===== src/design/lobm_pkg.sv =====
// Shared types and constants for the limit order book matcher.
package lobm_pkg;

    localparam int PRICE_W = 8;
    localparam int QTY_W   = 32;
    localparam int ID_W    = 32;

    typedef enum logic [2:0] {
        KIND_TRADE   = 3'd0,
        KIND_NO_FILL = 3'd1,
        KIND_RESTED  = 3'd2,
        KIND_REJECT  = 3'd3,
        KIND_CAPPED  = 3'd4
    } kind_t;

    // A classified command as it travels from the front to the back.
    typedef struct packed {
        logic               is_match;
        logic               side;
        logic               range_bad;
        logic [PRICE_W-1:0] limit;
        logic [QTY_W-1:0]   qty;
        logic [ID_W-1:0]    id;
    } cmd_t;

    typedef struct packed {
        kind_t              kind;
        logic [ID_W-1:0]    buyer;
        logic [ID_W-1:0]    seller;
        logic [PRICE_W-1:0] price;
        logic [QTY_W-1:0]   qty;
        logic [QTY_W-1:0]   rem;
        logic               last;
    } res_t;

endpackage


===== src/design/lobm_front.sv =====
// Front end: accepts commands, classifies them and queues them for the back end.
module lobm_front import lobm_pkg::*; #(
    parameter int PRICE_TICKS = 256
) (
    input  logic               clk,
    input  logic               rst_n,
    input  logic               push,
    output logic               full,
    input  logic               command,
    input  logic               side,
    input  logic [PRICE_W-1:0] limit_price,
    input  logic [QTY_W-1:0]   order_quantity,
    input  logic [ID_W-1:0]    order_id,
    output logic               cmd_valid,
    output cmd_t               cmd,
    input  logic               cmd_take
);

    cmd_t       q_reg [2];
    logic       wr_reg, wr_next;
    logic       rd_reg, rd_next;
    logic [1:0] cnt_reg, cnt_next;
    cmd_t       cls;
    logic       do_push;

    // An add beyond the configured price range is rejected without a book access.
    always_comb
    begin
        cls.is_match  = command;
        cls.side      = side;
        cls.range_bad = !command && (32'(limit_price) >= 32'(PRICE_TICKS));
        cls.limit     = limit_price;
        cls.qty       = order_quantity;
        cls.id        = order_id;
    end

    assign full      = (cnt_reg == 2'd2);
    assign do_push   = push && !full;
    assign cmd_valid = (cnt_reg != 2'd0);
    assign cmd       = q_reg[rd_reg];

    always_comb
    begin
        wr_next  = wr_reg ^ do_push;
        rd_next  = rd_reg ^ cmd_take;
        cnt_next = cnt_reg + 2'(do_push) - 2'(cmd_take);
    end

    always_ff @(posedge clk)
    begin
        if (do_push)
        begin
            q_reg[wr_reg] <= cls;
        end
    end

    always_ff @(posedge clk or negedge rst_n)
    begin
        if (!rst_n)
        begin
            wr_reg  <= 1'b0;
            rd_reg  <= 1'b0;
            cnt_reg <= 2'd0;
        end
        else
        begin
            wr_reg  <= wr_next;
            rd_reg  <= rd_next;
            cnt_reg <= cnt_next;
        end
    end

endmodule


===== config.mk =====
export PLATFORM = sky130hd
export DESIGN_NAME = lobm_front
export DESIGN_NICKNAME = d
export VERILOG_FILES = /design/src/design/lobm_pkg.sv /design/src/design/lobm_front.sv
export SDC_FILE = /design/constraint.sdc
export NUM_CORES = 1
export LEC_CHECK = 0
export BUFFER_PORTS_ARGS = -buffer_cell sky130_fd_sc_hd__buf_2
export CAP_MARGIN = 20
export CELL_PAD_IN_SITES_DETAIL_PLACEMENT = 1
export CELL_PAD_IN_SITES_GLOBAL_PLACEMENT = 1
export CORE_ASPECT_RATIO = 0.75
export CORE_UTILIZATION = 48
export DETAILED_ROUTE_END_ITERATION = 6
export GPL_ROUTABILITY_DRIVEN = 0
export PLACE_DENSITY = 0.87
export SLEW_MARGIN = 30
export SYNTH_ARGS = -nofsm -noshare
export SYNTH_HDL_FRONTEND = slang
export SYNTH_SLANG_ARGS = --single-unit

===== constraint.sdc =====
create_clock -name clk -period 7.7 [get_ports clk]
set_clock_uncertainty 0.1 [all_clocks]
set_input_delay 1.54 -clock clk [delete_from_list [all_inputs] [get_ports clk]]
set_output_delay 1.54 -clock clk [all_outputs]
set_load 0.01 [all_outputs]

==> summary.md <==
| Metric | Value |
|---|---|
| Final Instance Area | `7400 um^2` |
| Clock Latency Late Sink | `~400 ps` |
| Syn Inst Count | `251` |
| Post-synthesis register bit count | `152` |
| Yosys warning count | `0` |
| Seq/Total Area, Yosys | `78.8%` |
| Max_slew headroom | `between 40% and 50%` |
| Port buffer count | `153` |
| GRT Util Overall | `19.1%` |
| Power per Cell Area | `406 nW/um^2` |
| Starting density of the core | `49.5%` |
| Post-DR wirelength/cell | `19.1 um` |
| Hold Crit Class | `reg2reg` |
| Share of cells above drive strength 1 | `about three fifths` |
| Peak VDD IR | `0.227 mV` |
| Die Span Y | `96.9 um` |
| Least-Margin Pin Slew | `approximately 770 ps` |
| Worst Setup Start Kind | `register` |
| Post-Syn Area | `5770 um^2` |
| Post-Layout Cell Count | `592` |
| Critical Path AT | `around 2500 ps` |
| Detailed Place HPWL | `7.40 mm` |
| DP Area | `between 6000 and 7000 um^2` |
| Slowest stage delay, CP | `770 ps` |
| Net Count, Synth | `333` |
| Hold Slack | `408 ps` |
| Final hold vios | `0` |
| CTS tree | `built` |
| First-pass GRT wire length | `17.0 mm` |
| Worst Path Max Fanout | `43` |
| Max FFs per register | `148` |
| Clk buf depth | `2` |
| Crit path kind | `reg2out` |
| Inst Count DP | `560` |
| Vias in the first global route | `3195` |
| I/O pin count | `155` |
| Number of routed nets with antenna violations | `0` |
| Max Cap Viol | `0` |
| Setup_tns | `0 ps` |
| Post-Route WL | `11.3 mm` |
| Pin count of the biggest net entering global routing | `44` |
| Diodes inserted | `0` |
| Area Growth Syn to Fin | `28.3%` |
| # H-tree levels | `4` |
| Tcrit/Tclk final | `53.6%` |
| Vias | `2826` |
| Row count | `34` |
| Initial antenna violation count | `0` |
| Post-Syn Area per Cell | `23.0 um^2` |
| Critical path's top delay family | `buffers and inverters` |
| Root buffer cell | `clkbuf_16` |
| CTS Buf Count | `17` |
| CTS clock-pin slew for the worst setup and hold paths | `60 ps` |
| DR pass1 iterations | `4` |
| Core Area | `11700 um^2` |
| CTS resizes | `0` |
| DR iter-0 viols | `approximately 150` |
| Setup Viol. Count Final | `0` |
| Crit. End Element | `primary output` |
| Post-CTS setup buffers | `0` |
| Unrepaired setup endpoints after global routing | `no` |
| DRC | `0` |
| Die area | `12500 um^2` |
| Fin crit period | `about 4000 ps` |
| Status | `finished, final reports clean` |
| Die width | `129 um` |
| CP max-delay cell | `dfrtp_4` |
| Worst path required time | `just over 6000 ps` |
| GRT Residual Overflow | `0` |
| Hold buffer count at CTS | `0` |
| Max Clk Rate | `243 MHz` |
| Fill cells | `1047` |
| Crit-path cells | `buf_4, mux2_2, buf_2` |
| Number of vias per cell | `around 4.8` |
| P_leak | `2.95 nW` |
| CP bufs+invs | `2` |
| CTS sink count | `approximately 150` |
| Distinct cell type count after synthesis | `16` |
| Fin nets | `499` |
| Max-slew violation count | `0` |
-- metal layers --
layer  part of all wire (%)  vias up  routed length (um)  global-route usage, %
li1                       -     1321                   -                      -
met4                   0.90        0                 102                   7.60
met1                     41     1391                4610                   22.3
met2                     52      104                5830                   32.3
met5                      0        -                   0                      0
met3                    6.7       10                 751                   6.64
-- worst register-to-register path, cell delays in order (launching register included) --
cell and delay [ps]:
dfrtp_1 400, nand2b_1 120, and2_1 250, ha_4 500
buf_12 310
-- metrics by stage --
stage                     utilization [%]  total power, mW  worst slack (ps)
after global routing                 63.5             3.13              3430
after global placement               57.4             2.05              4010
after floorplan                         -             1.80              3710
after detailed placement             57.7             2.10              3970
after CTS                            63.5             3.05              3510
final                                63.5             3.01              3580
-- cell type report --
class / instances / area (um^2) / share of cell area (%)
flip-flops and latches: 152 / 4550 / 61.5
clock buffers: 18 / 429 / 5.80
inverters: 4 / 15.0 / 0.203
repair buffers: 156 / 813 / 11.0
multi-input cells: 86 / 1150 / 15.5
clock inverters: 14 / 244 / 3.30
well taps: 162 / 203 / 2.74
-- logic make-up (layout without fill, tap and decap cells) --
group,count (synthesis),in the layout,share of synthesized area (%)
muxes,74,74,17.7
other,1,1,0.0650
DFF,152,152,78.8
adders and majority gates,4,4,0.868
xor gates and xnor gates,3,3,0.456
and+or+nand+nor,4,4,0.391
buffers and inverters,13,192,1.74
-- cells in the mapped netlist (all sizes together) --
| master | count | area, um^2 |
|---|---|---|
| buf | 9 | 85.1 |
| dfrtp | 4 | 100 |
| nand2b | 1 | 6.26 |
| xor2 | 1 | 8.76 |
| and2 | 1 | 6.26 |
| nand2 | 1 | 3.75 |
| inv | 4 | 15.0 |
| mux2 | 74 | 1020 |
| or2 | 1 | 6.26 |
| edfxtp | 148 | 4440 |
| conb | 1 | 3.75 |
| ha | 4 | 50.1 |
| xnor2 | 2 | 17.5 |
-- power breakdown --
part | internal [mW] | switching, mW
Clock | 0.612 | 0.332
Sequential | 1.13 | 0.0922
Combinational | 0.431 | 0.407
Total | 2.18 | 0.831
-- worst paths after layout --
kind,startpoint,slack (ps),end,depth (start not counted)
max,rd_reg$_DFF_PN0_,3580,cmd[74],3
min,cnt_reg[1]$_DFF_PN0_,410,cnt_reg[1]$_DFF_PN0_,1
min in group asynchronous,rst_n,820,cnt_reg[0]$_DFF_PN0_,1
max in group asynchronous,rst_n,6550,rd_reg$_DFF_PN0_,1
max reg2reg,cnt_reg[1]$_DFF_PN0_,5660,q_reg[0][51]$_DFFE_PP_,4
min reg2reg,cnt_reg[1]$_DFF_PN0_,410,cnt_reg[1]$_DFF_PN0_,1
-- layout by cell type (no fill, tap or decap) --
master	instances
buf_2	153
edfxtp_1	148
mux2_4	50
mux2_2	24
clkbuf_16	17
bufinv_16	6
inv_1	4
inv_6	4
dfrtp_1	3
xnor2_1	2
ha_1	2
ha_4	2
clkinvlp_4	2
buf_12	2
nand2b_1	1
and2_1	1
nand2_1	1
or2_2	1
xor2_1	1
conb_1	1
clkbuf_1	1
clkinv_4	1
clkinv_2	1
buf_4	1
dfrtp_4	1
(Power assumes the default switching activity.)
